`src/hdl/ntoa_pkg.sv`:
```
package ntoa_pkg;

  // Output format selected by the format_mode register
  typedef enum logic [1:0] {
    FmtDec   = 2'd0,
    FmtSpDec = 2'd1,
    FmtHex16 = 2'd2,
    FmtHex8  = 2'd3
  } fmt_mode_e;

  typedef logic [6:0] char_t;
  typedef logic [3:0] nibble_t;

  localparam int unsigned ValW     = 16;
  localparam int unsigned CharW    = 7;
  localparam int unsigned MaxChars = 6;
  localparam int unsigned CntW     = 3;

  // Register index taken from paddr[2]
  localparam logic RegFormatMode = 1'b0;

  localparam char_t SpaceCode = 7'h20;

  // Reciprocals for exact 16-bit division: q = (v * R) >> S
  localparam logic [16:0] Recip10    = 17'd52429;
  localparam logic [16:0] Recip100   = 17'd83887;
  localparam logic [16:0] Recip1000  = 17'd67109;
  localparam logic [16:0] Recip10000 = 17'd107375;

  // Lower-case hex / decimal digit to ASCII
  function automatic char_t digit_code(nibble_t d);
    char_t code;
    if (d < 4'd10) begin
      code = 7'h30 + {3'b000, d};
    end else begin
      code = 7'h57 + {3'b000, d};
    end
    return code;
  endfunction

endpackage

```
`src/hdl/number_to_ascii_formatter_core.sv`:
```
// The first character of a value is offered after it passes the input register, the divide
// stage and the output shifter, which gives one character per cycle while out_ready_i is high;
//   a value makes 5 (decimal, hex16), 6 (space plus decimal) or 3 (hex8) characters.
// The input register and the divide stage each buffer one value while characters drain, then stall.
// Reset (rst_ni low, asynchronous): all pipeline stages empty, format_mode = 0.
module number_to_ascii_formatter_core (
  input  logic                          clk_i,
  input  logic                          rst_ni,
  // input channel
  input  logic                          in_valid_i,
  output logic                          in_ready_o,
  input  logic [ntoa_pkg::ValW-1:0]     value_i,
  input  logic                          batch_final_i,
  // output channel
  output logic                          out_valid_o,
  input  logic                          out_ready_i,
  output logic [ntoa_pkg::CharW-1:0]    char_code_o,
  output logic                          run_last_o,
  output logic                          batch_end_o,
  // configuration port
  input  logic                          psel,
  input  logic                          penable,
  input  logic                          pwrite,
  input  logic [2:0]                    paddr,
  input  logic [31:0]                   pwdata,
  output logic [31:0]                   prdata,
  output logic                          pready
);
  import ntoa_pkg::*;

  // ---------------- configuration ----------------
  fmt_mode_e format_mode_q;

  assign pready = 1'b1;

  always_ff @(posedge clk_i or negedge rst_ni) begin
    if (!rst_ni) begin
      format_mode_q <= FmtDec;
    end else if (psel && penable && pwrite && (paddr[2] == RegFormatMode)) begin
      format_mode_q <= fmt_mode_e'(pwdata[1:0]);
    end
  end

  always_comb begin
    if (paddr[2] == RegFormatMode) begin
      prdata = {30'd0, format_mode_q};
    end else begin
      prdata = 32'd0;
    end
  end

  // ---------------- pipeline control ----------------
  logic            s1_valid_q, s2_valid_q;
  logic [CntW-1:0] ser_cnt_q;
  logic            ser_load_ok, ser_load, s2_adv_ok, out_xfer;

  assign out_xfer    = out_valid_o && out_ready_i;
  assign ser_load_ok = (ser_cnt_q == '0) || ((ser_cnt_q == CntW'(1)) && out_ready_i);
  assign ser_load    = s2_valid_q && ser_load_ok;
  assign s2_adv_ok   = !s2_valid_q || ser_load_ok;
  assign in_ready_o  = !s1_valid_q || s2_adv_ok;

  always_ff @(posedge clk_i or negedge rst_ni) begin
    if (!rst_ni) begin
      s1_valid_q <= 1'b0;
      s2_valid_q <= 1'b0;
    end else begin
      if (in_ready_o) begin
        s1_valid_q <= in_valid_i;
      end
      if (s2_adv_ok) begin
        s2_valid_q <= s1_valid_q;
      end
    end
  end

  // ---------------- stage 1: input register ----------------
  logic [ValW-1:0] s1_value_q;
  logic            s1_fin_q;

  always_ff @(posedge clk_i) begin
    if (in_valid_i && in_ready_o) begin
      s1_value_q <= value_i;
      s1_fin_q   <= batch_final_i;
    end
  end

  // ---------------- stage 2: quotients by reciprocal multiply ----------------
  logic [32:0] p10, p100, p1000, p10000;

  assign p10    = {17'd0, s1_value_q} * {16'd0, Recip10};
  assign p100   = {17'd0, s1_value_q} * {16'd0, Recip100};
  assign p1000  = {17'd0, s1_value_q} * {16'd0, Recip1000};
  assign p10000 = {17'd0, s1_value_q} * {16'd0, Recip10000};

  logic [ValW-1:0] s2_value_q;
  logic            s2_fin_q;
  logic [2:0]      s2_q10000_q;
  logic [6:0]      s2_q1000_q;
  logic [9:0]      s2_q100_q;
  logic [12:0]     s2_q10_q;

  always_ff @(posedge clk_i) begin
    if (s1_valid_q && s2_adv_ok) begin
      s2_value_q  <= s1_value_q;
      s2_fin_q    <= s1_fin_q;
      s2_q10000_q <= p10000[32:30];
      s2_q1000_q  <= p1000[32:26];
      s2_q100_q   <= p100[32:23];
      s2_q10_q    <= p10[31:19];
    end
  end

  // ---------------- digit extraction and character assembly ----------------
  logic [6:0]  t1;
  logic [9:0]  t2;
  logic [12:0] t3;
  logic [15:0] t4;
  nibble_t     dig [5];
  logic [3:0]  shown;
  char_t       dec [5];
  char_t       new_chars [MaxChars];
  logic [CntW-1:0] new_cnt;

  assign t1 = s2_q1000_q - 7'(s2_q10000_q) * 7'd10;
  assign t2 = s2_q100_q  - 10'(s2_q1000_q) * 10'd10;
  assign t3 = s2_q10_q   - 13'(s2_q100_q)  * 13'd10;
  assign t4 = s2_value_q - 16'(s2_q10_q)   * 16'd10;

  assign dig[0] = {1'b0, s2_q10000_q};
  assign dig[1] = t1[3:0];
  assign dig[2] = t2[3:0];
  assign dig[3] = t3[3:0];
  assign dig[4] = t4[3:0];

  // leading zeros blank out; the units digit always shows
  assign shown[0] = (dig[0] != '0);
  assign shown[1] = shown[0] || (dig[1] != '0);
  assign shown[2] = shown[1] || (dig[2] != '0);
  assign shown[3] = shown[2] || (dig[3] != '0);

  always_comb begin
    for (int i = 0; i < 4; i++) begin
      dec[i] = shown[i] ? digit_code(dig[i]) : SpaceCode;
    end
    dec[4] = digit_code(dig[4]);
  end

  always_comb begin
    for (int i = 0; i < MaxChars; i++) begin
      new_chars[i] = SpaceCode;
    end
    unique case (format_mode_q)
      FmtDec: begin
        for (int i = 0; i < 5; i++) begin
          new_chars[i] = dec[i];
        end
        new_cnt = CntW'(5);
      end
      FmtSpDec: begin
        for (int i = 0; i < 5; i++) begin
          new_chars[i+1] = dec[i];
        end
        new_cnt = CntW'(6);
      end
      FmtHex16: begin
        new_chars[1] = digit_code(s2_value_q[15:12]);
        new_chars[2] = digit_code(s2_value_q[11:8]);
        new_chars[3] = digit_code(s2_value_q[7:4]);
        new_chars[4] = digit_code(s2_value_q[3:0]);
        new_cnt = CntW'(5);
      end
      FmtHex8: begin
        new_chars[1] = digit_code(s2_value_q[7:4]);
        new_chars[2] = digit_code(s2_value_q[3:0]);
        new_cnt = CntW'(3);
      end
      default: begin
        new_cnt = CntW'(3);
      end
    endcase
  end

  // ---------------- output shifter: one character per transfer ----------------
  char_t ser_chars_q [MaxChars];
  logic  ser_fin_q;

  always_ff @(posedge clk_i or negedge rst_ni) begin
    if (!rst_ni) begin
      ser_cnt_q <= '0;
    end else if (ser_load) begin
      ser_cnt_q <= new_cnt;
    end else if (out_xfer) begin
      ser_cnt_q <= ser_cnt_q - CntW'(1);
    end
  end

  always_ff @(posedge clk_i) begin
    if (ser_load) begin
      ser_chars_q <= new_chars;
      ser_fin_q   <= s2_fin_q;
    end else if (out_xfer) begin
      for (int i = 0; i < MaxChars - 1; i++) begin
        ser_chars_q[i] <= ser_chars_q[i+1];
      end
      ser_chars_q[MaxChars-1] <= SpaceCode;
    end
  end

  assign out_valid_o = (ser_cnt_q != '0);
  assign char_code_o = ser_chars_q[0];
  assign run_last_o  = (ser_cnt_q == CntW'(1));
  assign batch_end_o = run_last_o && ser_fin_q;

  // ---------------- assertions ----------------
  a_cnt_range: assert property (@(posedge clk_i) disable iff (!rst_ni)
    ser_cnt_q <= CntW'(MaxChars))
    else $error("output character count out of range");

  a_load_cnt: assert property (@(posedge clk_i) disable iff (!rst_ni)
    ser_load |=> (ser_cnt_q == CntW'(3) || ser_cnt_q == CntW'(5) || ser_cnt_q == CntW'(6)))
    else $error("bad character count after load");

  a_digits: assert property (@(posedge clk_i) disable iff (!rst_ni)
    s2_valid_q |-> (dig[1] <= 4'd9 && dig[2] <= 4'd9 && dig[3] <= 4'd9 && dig[4] <= 4'd9
                    && dig[0] <= 4'd6))
    else $error("decimal digit out of range");

  a_s2_hold: assert property (@(posedge clk_i) disable iff (!rst_ni)
    (s2_valid_q && !ser_load_ok) |=> s2_valid_q)
    else $error("stalled value dropped from divide stage");

  a_batch_end: assert property (@(posedge clk_i) disable iff (!rst_ni)
    batch_end_o |-> (run_last_o && out_valid_o))
    else $error("batch end off the last character");

endmodule
```
`config.mk`:
```
export PLATFORM = sky130hd
export DESIGN_NAME = number_to_ascii_formatter_core
export DESIGN_NICKNAME = d
export VERILOG_FILES = /design/src/hdl/ntoa_pkg.sv /design/src/hdl/number_to_ascii_formatter_core.sv
export SDC_FILE = /design/constraint.sdc
export NUM_CORES = 1
export LEC_CHECK = 0
export ABC_AREA = 0
export BUFFER_PORTS_ARGS = -buffer_cell sky130_fd_sc_hd__buf_4
export CORE_ASPECT_RATIO = 1.25
export CORE_MARGIN = 2
export CORE_UTILIZATION = 65
export CTS_BUF_LIST = sky130_fd_sc_hd__clkbuf_8
export CTS_CLUSTER_SIZE = 40
export DETAILED_ROUTE_END_ITERATION = 8
export PLACE_DENSITY_LB_ADDON = 0.12
export SLEW_MARGIN = 20
export SYNTH_ARGS = -nofsm -noshare
export SYNTH_HDL_FRONTEND = slang
export SYNTH_SLANG_ARGS = --single-unit
```
`constraint.sdc`:
```
create_clock -name clk_i -period 6.3 [get_ports clk_i]
set_clock_uncertainty 0.05 [all_clocks]
set_input_delay 0.945 -clock clk_i [delete_from_list [all_inputs] [get_ports clk_i]]
set_output_delay 0.945 -clock clk_i [all_outputs]
set_load 0.1 [all_outputs]
```
==> results of run 1 <==
## flip-flops by register name, indices dropped and copies added, names as in the netlist
signal	count
ser_chars_q	35
s1_value_q	16
s2_value_q	16
char_code_o	7
s2_q1000_q	4
s2_q100_q	4
s2_q10_q	4
s2_q10000_q	3
ser_cnt_q	3
format_mode_q	2
s1_fin_q	1
s1_valid_q	1
s2_fin_q	1
s2_valid_q	1
ser_fin_q	1
## what timing repair did
action,in CTS,in global routing
hold buffers,0,0
gates resized for setup,2,5
pin swaps,0,5
buffers inserted,0,9
setup endpoints to repair,1,5
## worst register-to-register path, stage by stage, from the launching register on
cell       delay, ns
edfxtp_1        0.45
buf_12          0.18
fa_1            0.63
inv_1           0.07
fa_1            0.50
inv_1           0.06
fa_1            0.52
fa_1            0.54
fa_1            0.55
fa_1            0.50
ha_1            0.34
a21oi_1         0.14
nand2_1         0.07
a2111oi_0       0.44
o211ai_1        0.17
buf_4           0.19
a31oi_1         0.20
o21bai_1        0.10
xor2_1          0.17
## metal layers
layer / vias to the layer above / share of wire [%] / global-route usage (%)
li1: 6028 / - / -
met1: 6463 / 36 / 36.6
met2: 336 / 53 / 59.0
met3: 166 / 3.5 / 2.81
met4: 0 / 7.9 / 21.5
met5: - / 0 / 0
## final cells by class
cell class / instances / area share, %
clock buffer: 9 / 0.593
clock inverter: 7 / 0.323
inverter: 488 / 8.77
multi-input combinational: 1192 / 67.6
sequential: 99 / 14.1
tap: 396 / 2.37
timing repair buffer: 167 / 6.28
## cells in the mapped netlist (8+ instances only)
master	instances	area, µm²
buf_4	38	285
ha_1	392	4900
nand2b_1	13	81.3
nand4_1	10	62.6
a21oi_1	59	295
nor2b_1	8	50.1
edfxtp_1	92	2760
clkbuf_1	12	45.0
a21o_1	9	67.6
o21ai_0	33	165
xor2_1	11	96.3
nor2_1	48	180
fa_1	301	6030
o21a_1	10	75.1
xnor2_1	44	385
nor3_1	12	60.1
inv_1	487	1830
nand2_1	62	233
nand3_1	23	115
## per-stage QoR
stage | hold WS [ns] | utilization [%] | TNS (ns) | cell area (µm²)
floorplan | 0.350 | - | 0 | 19300
global placement | 0.351 | 70.7 | 0 | 20600
detailed placement | 0.386 | 70.7 | 0 | 20600
CTS | 0.272 | 71.3 | 0 | 20800
global route | 0.282 | 71.6 | -0.0200 | 20900
finish | 0.284 | 71.6 | 0 | 20900
## final timing paths
path,end,depth (start not counted),slack (ns),from
max,s2_q100_q[2],18,0.17,s1_value_q[10]
min,s2_valid_q,1,0.28,rst_ni
max reg2reg,s2_q100_q[2],18,0.17,s1_value_q[10]
min reg2reg,ser_fin_q,0,0.41,s2_fin_q
max in group asynchronous,format_mode_q[0],1,5.78,rst_ni
min in group clk_i,ser_fin_q,0,0.41,s2_fin_q
## cells by family after synthesis
| group | share of synthesized area, % |
|---|---|
| other | 0.0392 |
| buffers and inverters | 11.6 |
| adder cells (fa/ha/maj) | 57.1 |
| multiplexers | 1.46 |
| AND/OR/NAND/NOR | 5.31 |
| AO/OA/AOI/OAI | 6.24 |
| XOR/XNOR | 2.94 |
| flip-flops | 15.3 |
==> qor.txt, run 1 <==
Worst setup SP type: register
Status: finished clean
Inserted Clock Buffers: 9
Total number of vias: 13000
Core ar.: 29200 µm²
Clk root buf: clkbuf_8
Starting density of the core: 65.6%
Fillers: 2215
Final setup margin: 0.172 ns
H-tree level count: 3
Crit path cell chain: buf_12, fa_1, inv_1, fa_1, inv_1, fa_1, fa_1, fa_1, fa_1, ha_1, a21oi_1, nand2_1, a2111oi_0, o211ai_1, buf_4, a31oi_1, o21bai_1, xor2_1
Worst path most repeated cell: fa_1
Max Freq: 163 MHz
Period Utilization, post-route: 97.3%
Worst path bufs/invs: 4
Cell family with most CP delay: adder cells
Final setup violation count: 0
Count of final max-slew check failures: 0
IO buf count: 39
Placer Congestion: 0.991
Iteration-0 DRC Markers: 528
First-pass GRT wire length: 75.3 mm
Final nets: 2709
Gr ovfl total: 0
Crit path DAT: 6.21 ns
Vias per cell: 5.51
Total wire length: 46.6 mm
Antenna violations before repair: 0
Largest stage delay, worst path: 0.62 ns
DR WL/cell: 19.8 µm
Mean Syn Cell Area: 10.6 µm²
Max Buffers Root-to-Sink: 2
Pre-CTS WS: 0.0587 ns
Sequential share of the synthesized area: 15.3%
Most frequent cells in the layout: 487 x inv_1, 392 x ha_1, 300 x fa_1, 161 x buf_4, 92 x edfxtp_1
Critical Setup Path Class: register to register
Ant. Diodes: 0
GRT Overall Usage: 32.7%
Non-filler cells, final: 2358
Layout cell share with drive strength beyond 1: 11.3%
Worst min-delay path class: primary input to asynchronous set/reset pin
Slew headroom: 29.8%
Crit path capture type: register
DR DRC count: 0
Top_reg_cell synth: edfxtp_1
Post-synth EDFFs: 92
Total clock sinks: 99
#FFs+latches synth: 99
Max-Cap Viols: 0
Crit Path Max Fanout: 7
CTS tree: done
Syn. warnings: 0
Number of global-route vias before repair: 14500
Fin. Hold Viols: 0
Post-route ant nets: 0
DP HPWL: 41.3 mm
# IOs: 103
Clock input transition at the sequential cells of the worst setup and hold paths: 0.11 ns
Critical Path RT: 6.38 ns
Total iterations of the first detailed-routing run: 8
Full die area: 30800 µm²
Die Y: 196 µm
Row count: 70
Synth unique cells: 75
Largest net degree at the start of global routing: 49
Placed cells: 2333
Worst skew pair latency: 0.40 ns
Most common cell after layout, fill and taps aside: inv_1
Final min period: 6.13 ns
Worst-Margin Slew: 1.05 ns
Number of cells produced by synthesis: 1804
Register Area: 2940 µm²
Slowest CP cell: fa_1
Area occupied by multi-input gates: 14100 µm²
FFs w/ async S/R, synth: 7.07%
Layout area overhead: 9.14%
Post-Syn Area: 19100 µm²
Die W: 157 µm
Power of run 1 is left out: the tool's default activity adds up to more than one toggle a clock period on the data nets, which glitch-free logic cannot reach.
==> inputs of run 2 (changes only) <==
Clock period 6.3 ns to 7.45 ns, I/O delays scaled along.
==> run 2 against run 1 <==
Compared with the run above:
- cell count down 3.6%
- core utilization down 2.5 points
- sequential share of layout area up 0.51 points
- via count down 1.3%
- non-clock buffer count down 86
- maximum frequency down 8.9%
- clock-buffer cell count unchanged
- flip-flop and latch count unchanged
- critical path type unchanged
==> qor.txt, run 2 (synthesized netlist as in run 1, its figures left out) <==
Status: finished clean (unchanged)
Gr ovfl total: 0 (unchanged)
Max-Cap Viols: 0 (unchanged)
DR WL/cell: 20.3 µm (was 19.8 µm)
Crit path DAT: 6.81 ns (was 6.21 ns)
Clock input transition at the sequential cells of the worst setup and hold paths: 0.10 ns (was 0.11 ns)
Full die area: 30800 µm² (unchanged)
Register-to-register setup slack: 0.72 ns (was 0.17 ns)
Most frequent cells in the layout: 487 x inv_1, 392 x ha_1, 301 x fa_1, 92 x edfxtp_1, 81 x buf_4 (was 487 x inv_1, 392 x ha_1, 300 x fa_1, 161 x buf_4, 92 x edfxtp_1)
Total clock sinks: 99 (unchanged)
Worst skew pair latency: 0.39 ns (was 0.40 ns)
CTS Hold Bufs: 0 (unchanged)
# IOs: 103 (unchanged)
Count of final max-slew check failures: 0 (unchanged)
Reg2reg path depth: 18 (unchanged)
Biggest register: ser_chars_q (unchanged)
Final min period: 6.73 ns (was 6.13 ns)
Antenna violations before repair: 0 (unchanged)
Die W: 157 µm (unchanged)
Largest net degree at the start of global routing: 49 (unchanged)
Worst Setup EP: s2_q10000_q[2] (was s2_q100_q[2])
Final setup violation count: 0 (unchanged)
TNS Setup: 0 ns (unchanged)
Worst min-delay path class: register to register (was primary input to asynchronous set/reset pin)
CP Launch Point: s1_value_q[13] (was s1_value_q[10])
Post-route ant nets: 0 (unchanged)
Crit path capture type: register (unchanged)
CTS tree: done (unchanged)
Post_cts resized: 0 (was 2)
H-tree level count: 3 (unchanged)
Largest registers: ser_chars_q (35), s1_value_q (16), s2_value_q (16) (unchanged)
DP HPWL: 39.9 mm (was 41.3 mm)
Inserted Clock Buffers: 9 (unchanged)
Total iterations of the first detailed-routing run: 7 (was 8)
Period Utilization, post-route: 90.3% (was 97.3%)
Post-CTS Setup Repair Bufs: 0 (unchanged)
Reg2reg start: s1_value_q[13] (was s1_value_q[10])
Critical Setup Path Class: register to register (unchanged)
GRT Overall Usage: 32.2% (was 32.7%)
Total number of vias: 12800 (was 13000)
Worst-Margin Slew: 0.842 ns (was 1.05 ns)
Worst setup SP type: register (unchanged)
IO buf count: 39 (unchanged)
Placer Congestion: 0.938 (was 0.991)
Ant. Diodes: 0 (unchanged)
Layout area overhead: 5.34% (was 9.14%)
Starting density of the core: 65.6% (unchanged)
Total wire length: 46.1 mm (was 46.6 mm)
Number of global-route vias before repair: 13900 (was 14500)
First-pass GRT wire length: 73.8 mm (was 75.3 mm)
Die Y: 196 µm (unchanged)
Crit Path Max Fanout: 7 (unchanged)
Slew headroom: 43.8% (was 29.8%)
Max Buffers Root-to-Sink: 2 (unchanged)
Fillers: 2254 (was 2215)
R2R Path End: s2_q10000_q[2] (was s2_q100_q[2])
Max reg flops: 35 (unchanged)
DR DRC count: 0 (unchanged)
Max Freq: 149 MHz (was 163 MHz)
Row count: 70 (unchanged)
Iteration-0 DRC Markers: 592 (was 528)
Layout cell share with drive strength beyond 1: 6.98% (was 11.3%)
Core ar.: 29200 µm² (unchanged)
Critical Path RT: 7.53 ns (was 6.38 ns)
Placed cells: 2256 (was 2333)
Final nets: 2623 (was 2709)
Fin. Hold Viols: 0 (unchanged)
RSZ-0062 raised after global routing: no
Non-filler cells, final: 2272 (was 2358)
Most common cell after layout, fill and taps aside: inv_1 (unchanged)
Vias per cell: 5.64 (was 5.51)
Clk root buf: clkbuf_8 (unchanged)
## run 2: layer usage
| layer | part of all wire [%] | routed length [µm] | GRT usage [%] | vias up |
|---|---|---|---|---|
| met2 | 52 | 24100 | 58.1 | 376 |
| li1 | - | - | - | 5858 |
| met1 | 36 | 16700 | 36.2 | 6415 |
| met3 | 3.8 | 1740 | 3.20 | 172 |
| met4 | 7.6 | 3520 | 20.2 | 0 |
| met5 | 0 | 0 | 0 | - |
## run 2: final cells by class
| class | count | area (µm²) | area share (%) |
|---|---|---|---|
| Inverter | 488 | 1830 | 9.08 |
| Timing Repair Buffer | 81 | 608 | 3.02 |
| Clock inverter | 7 | 58.8 | 0.292 |
| Tap cell | 396 | 495 | 2.46 |
| Clock buffer | 9 | 124 | 0.614 |
| Multi-Input combinational cell | 1192 | 14100 | 70.0 |
| Sequential cell | 99 | 2940 | 14.6 |
## run 2: critical path, cell delays in order, from the launching register on
cell and delay [ns]:
edfxtp_1 0.64, ha_1 0.61, inv_1 0.20, fa_1 0.54, fa_1 0.56, inv_1 0.06, fa_1 0.54, inv_1 0.06
fa_1 0.50, fa_1 0.55, inv_1 0.05, ha_1 0.32, nand4_1 0.18, a211oi_1 0.33, o21ai_0 0.26, a31oi_1 0.42
o2111ai_1 0.27, a31oi_1 0.21, o211ai_1 0.10
## run 2: worst min-delay path by stage
stage / startpoint / to / slack (ns) / cells past startpoint
2_1_floorplan: s1_fin_q / s2_fin_q / 0.35 / 0
3_3_place_gp: s2_fin_q / ser_fin_q / 0.35 / 0
3_5_place_dp: s2_fin_q / ser_fin_q / 0.36 / 0
4_1_cts: s2_fin_q / ser_fin_q / 0.38 / 0
5_1_grt: s2_fin_q / ser_fin_q / 0.38 / 0
6_report: s2_fin_q / ser_fin_q / 0.38 / 0
## run 2: metrics by stage
step | area [µm²] | hold slack, ns | worst slack, ns | utilization, %
2_1_floorplan | 19300 | 0.350 | 1.78 | -
3_3_place_gp | 20000 | 0.351 | 0.827 | 68.5
3_5_place_dp | 20000 | 0.355 | 0.741 | 68.5
4_1_cts | 20200 | 0.378 | 0.675 | 69.1
5_1_grt | 20200 | 0.383 | 0.351 | 69.1
6_report | 20200 | 0.381 | 0.722 | 69.1
Power of run 2 is left out for the same reason.
==> inputs of run 3 (changes only) <==
Settings changed: CORE_ASPECT_RATIO 1.25 to 1.2.
==> run 3 against run 2 <==
Compared with the run above:
- cell area is 0.13% lower
- worst hold slack improved by 0.0024 ns
- worst setup slack improved by 0.0077 ns
- register-to-register slack hardly changed
- largest cell class unchanged
- global-route usage is 0.32 points lower
- via count is 1.1% lower
- flip-flop and latch count unchanged
- critical endpoint is now s2_q100_q[2]
==> qor.txt, run 3 (synthesized netlist as in run 1, its figures left out) <==
Status: finished clean (unchanged)
IO buf count: 39 (unchanged)
Core ar.: 28800 µm² (was 29200 µm²)
Final nets: 2621 (was 2623)
Worst min-delay path class: register to register (unchanged)
Crit Path Max Fanout: 8 (was 7)
Die Y: 192 µm (was 196 µm)
Crit path cell chain: inv_1, ha_1, inv_1, buf_4, fa_1, fa_1, fa_1, fa_1, fa_1, ha_1, a21oi_1, nand2_1, a2111oi_0, o211ai_1, a31oi_1, o21bai_1, xor2_1 (was ha_1, inv_1, fa_1, fa_1, inv_1, fa_1, inv_1, fa_1, fa_1, inv_1, ha_1, nand4_1, a211oi_1, o21ai_0, a31oi_1, o2111ai_1, a31oi_1, o211ai_1)
Worst path most repeated cell: fa_1 (unchanged)
Post-route ant nets: 0 (unchanged)
Max Freq: 149 MHz (about the same)
Layout area overhead: 5.20% (was 5.34%)
Period Utilization, post-route: 90.2% (was 90.3%)
Register-to-register setup slack: 0.73 ns (was 0.72 ns)
Worst skew pair latency: 0.38 ns (was 0.39 ns)
Biggest register: ser_chars_q (unchanged)
Clock input transition at the sequential cells of the worst setup and hold paths: 0.11 ns (was 0.10 ns)
Crit path DAT: 6.78 ns (was 6.81 ns)
Inserted Clock Buffers: 9 (unchanged)
Fillers: 2116 (was 2254)
Worst setup SP type: register (unchanged)
GRT Overall Usage: 31.9% (was 32.2%)
Total clock sinks: 99 (unchanged)
Total iterations of the first detailed-routing run: 7 (unchanged)
Critical Setup Path Class: register to register (unchanged)
Post-CTS Setup Repair Bufs: 0 (unchanged)
Row count: 68 (was 70)
DP HPWL: 39.5 mm (was 39.9 mm)
Non-filler cells, final: 2259 (was 2272)
Slew headroom: 29.3% (was 43.8%)
Largest registers: ser_chars_q (35), s1_value_q (16), s2_value_q (16) (unchanged)
Placed cells: 2243 (was 2256)
Starting density of the core: 66.4% (was 65.6%)
Most frequent cells in the layout: 487 x inv_1, 392 x ha_1, 301 x fa_1, 92 x edfxtp_1, 79 x buf_4 (was 487 x inv_1, 392 x ha_1, 301 x fa_1, 92 x edfxtp_1, 81 x buf_4)
WHS Path Cells: 0 (unchanged)
Post_cts resized: 0 (unchanged)
Total number of vias: 12700 (was 12800)
CTS Hold Bufs: 0 (unchanged)
Worst Setup EP: s2_q100_q[2] (was s2_q10000_q[2])
Worst-Margin Slew: 1.06 ns (was 0.842 ns)
R2R Path End: s2_q100_q[2] (was s2_q10000_q[2])
Number of global-route vias before repair: 13800 (was 13900)
Full die area: 30800 µm² (about the same)
Die W: 161 µm (was 157 µm)
Layout cell share with drive strength beyond 1: 6.88% (was 6.98%)
Final setup violation count: 0 (unchanged)
Antenna violations before repair: 0 (unchanged)
DR DRC count: 0 (unchanged)
Fin. Hold Viols: 0 (unchanged)
Max-Cap Viols: 0 (unchanged)
First-pass GRT wire length: 73.2 mm (was 73.8 mm)
Largest net degree at the start of global routing: 49 (unchanged)
DR WL/cell: 20.1 µm (was 20.3 µm)
Reg2reg start: s1_value_q[8] (was s1_value_q[13])
Slowest CP cell: edfxtp_1 (unchanged)
Final hold slack: 0.383 ns (was 0.381 ns)
Vias per cell: 5.61 (was 5.64)
Largest stage delay, worst path: 0.79 ns (was 0.64 ns)
Most common cell after layout, fill and taps aside: inv_1 (unchanged)
Reg2reg path depth: 17 (was 18)
RSZ-0062 raised after global routing: no (unchanged)
Register Area: 2940 µm² (unchanged)
# IOs: 103 (unchanged)
Post-layout util: 69.8% (was 69.1%)
Crit path capture type: register (unchanged)
Count of final max-slew check failures: 0 (unchanged)
Iteration-0 DRC Markers: 760 (was 592)
Max reg flops: 35 (unchanged)
CTS tree: done (unchanged)
H-tree level count: 3 (unchanged)
Critical Path RT: 7.51 ns (was 7.53 ns)
CP Launch Point: s1_value_q[8] (was s1_value_q[13])
Placer Congestion: 0.963 (was 0.938)
TNS Setup: 0 ns (unchanged)
Ant. Diodes: 0 (unchanged)
Max Buffers Root-to-Sink: 2 (unchanged)
Final min period: 6.72 ns (was 6.73 ns)
Clk root buf: clkbuf_8 (unchanged)
Gr ovfl total: 0 (unchanged)
Total wire length: 45.5 mm (was 46.1 mm)
Area occupied by multi-input gates: 14100 µm² (about the same)
## run 3: cell type report
class / instances / share of cell area, %
inverters: 488 / 9.10
multi-input cells: 1192 / 70.0
flip-flops and latches: 99 / 14.6
repair buffers: 79 / 2.95
clock buffers: 9 / 0.615
clock inverters: 7 / 0.323
well taps: 385 / 2.39
## run 3: worst min-delay path by stage
| stage | from | to | slack [ns] |
|---|---|---|---|
| after global routing | s2_fin_q | ser_fin_q | 0.40 |
| final | s1_fin_q | s2_fin_q | 0.38 |
| after detailed placement | s1_fin_q | s2_fin_q | 0.36 |
| after floorplan | s1_fin_q | s2_fin_q | 0.35 |
| after CTS | s1_fin_q | s2_fin_q | 0.38 |
| after global placement | s2_fin_q | ser_fin_q | 0.35 |
## run 3: critical path, delay by kind of cell (launching register included)
kind / cells / cell delay (ns)
adders and majority gates: 7 / 3.31
AOI/OAI and AO/OA: 5 / 1.46
DFF: 1 / 0.79
buffers and inverters: 3 / 0.60
xor gates and xnor gates: 1 / 0.16
and+or+nand+nor: 1 / 0.07
## run 3: per-layer routing
layer	global-route usage (%)	vias up	part of all wire, %
li1	-	5865	-
met1	35.8	6228	36
met2	57.0	414	51
met3	3.99	168	5.4
met4	21.6	0	8.1
met5	0	-	0
## run 3: stage by stage
step | worst slack (ns) | instance area (µm²)
2_1_floorplan | 1.78 | 19300
3_3_place_gp | 0.970 | 19900
5_1_grt | 0.442 | 20100
6_report | 0.730 | 20100
3_5_place_dp | 0.826 | 19900
4_1_cts | 0.704 | 20100
Power of run 3 is left out for the same reason.
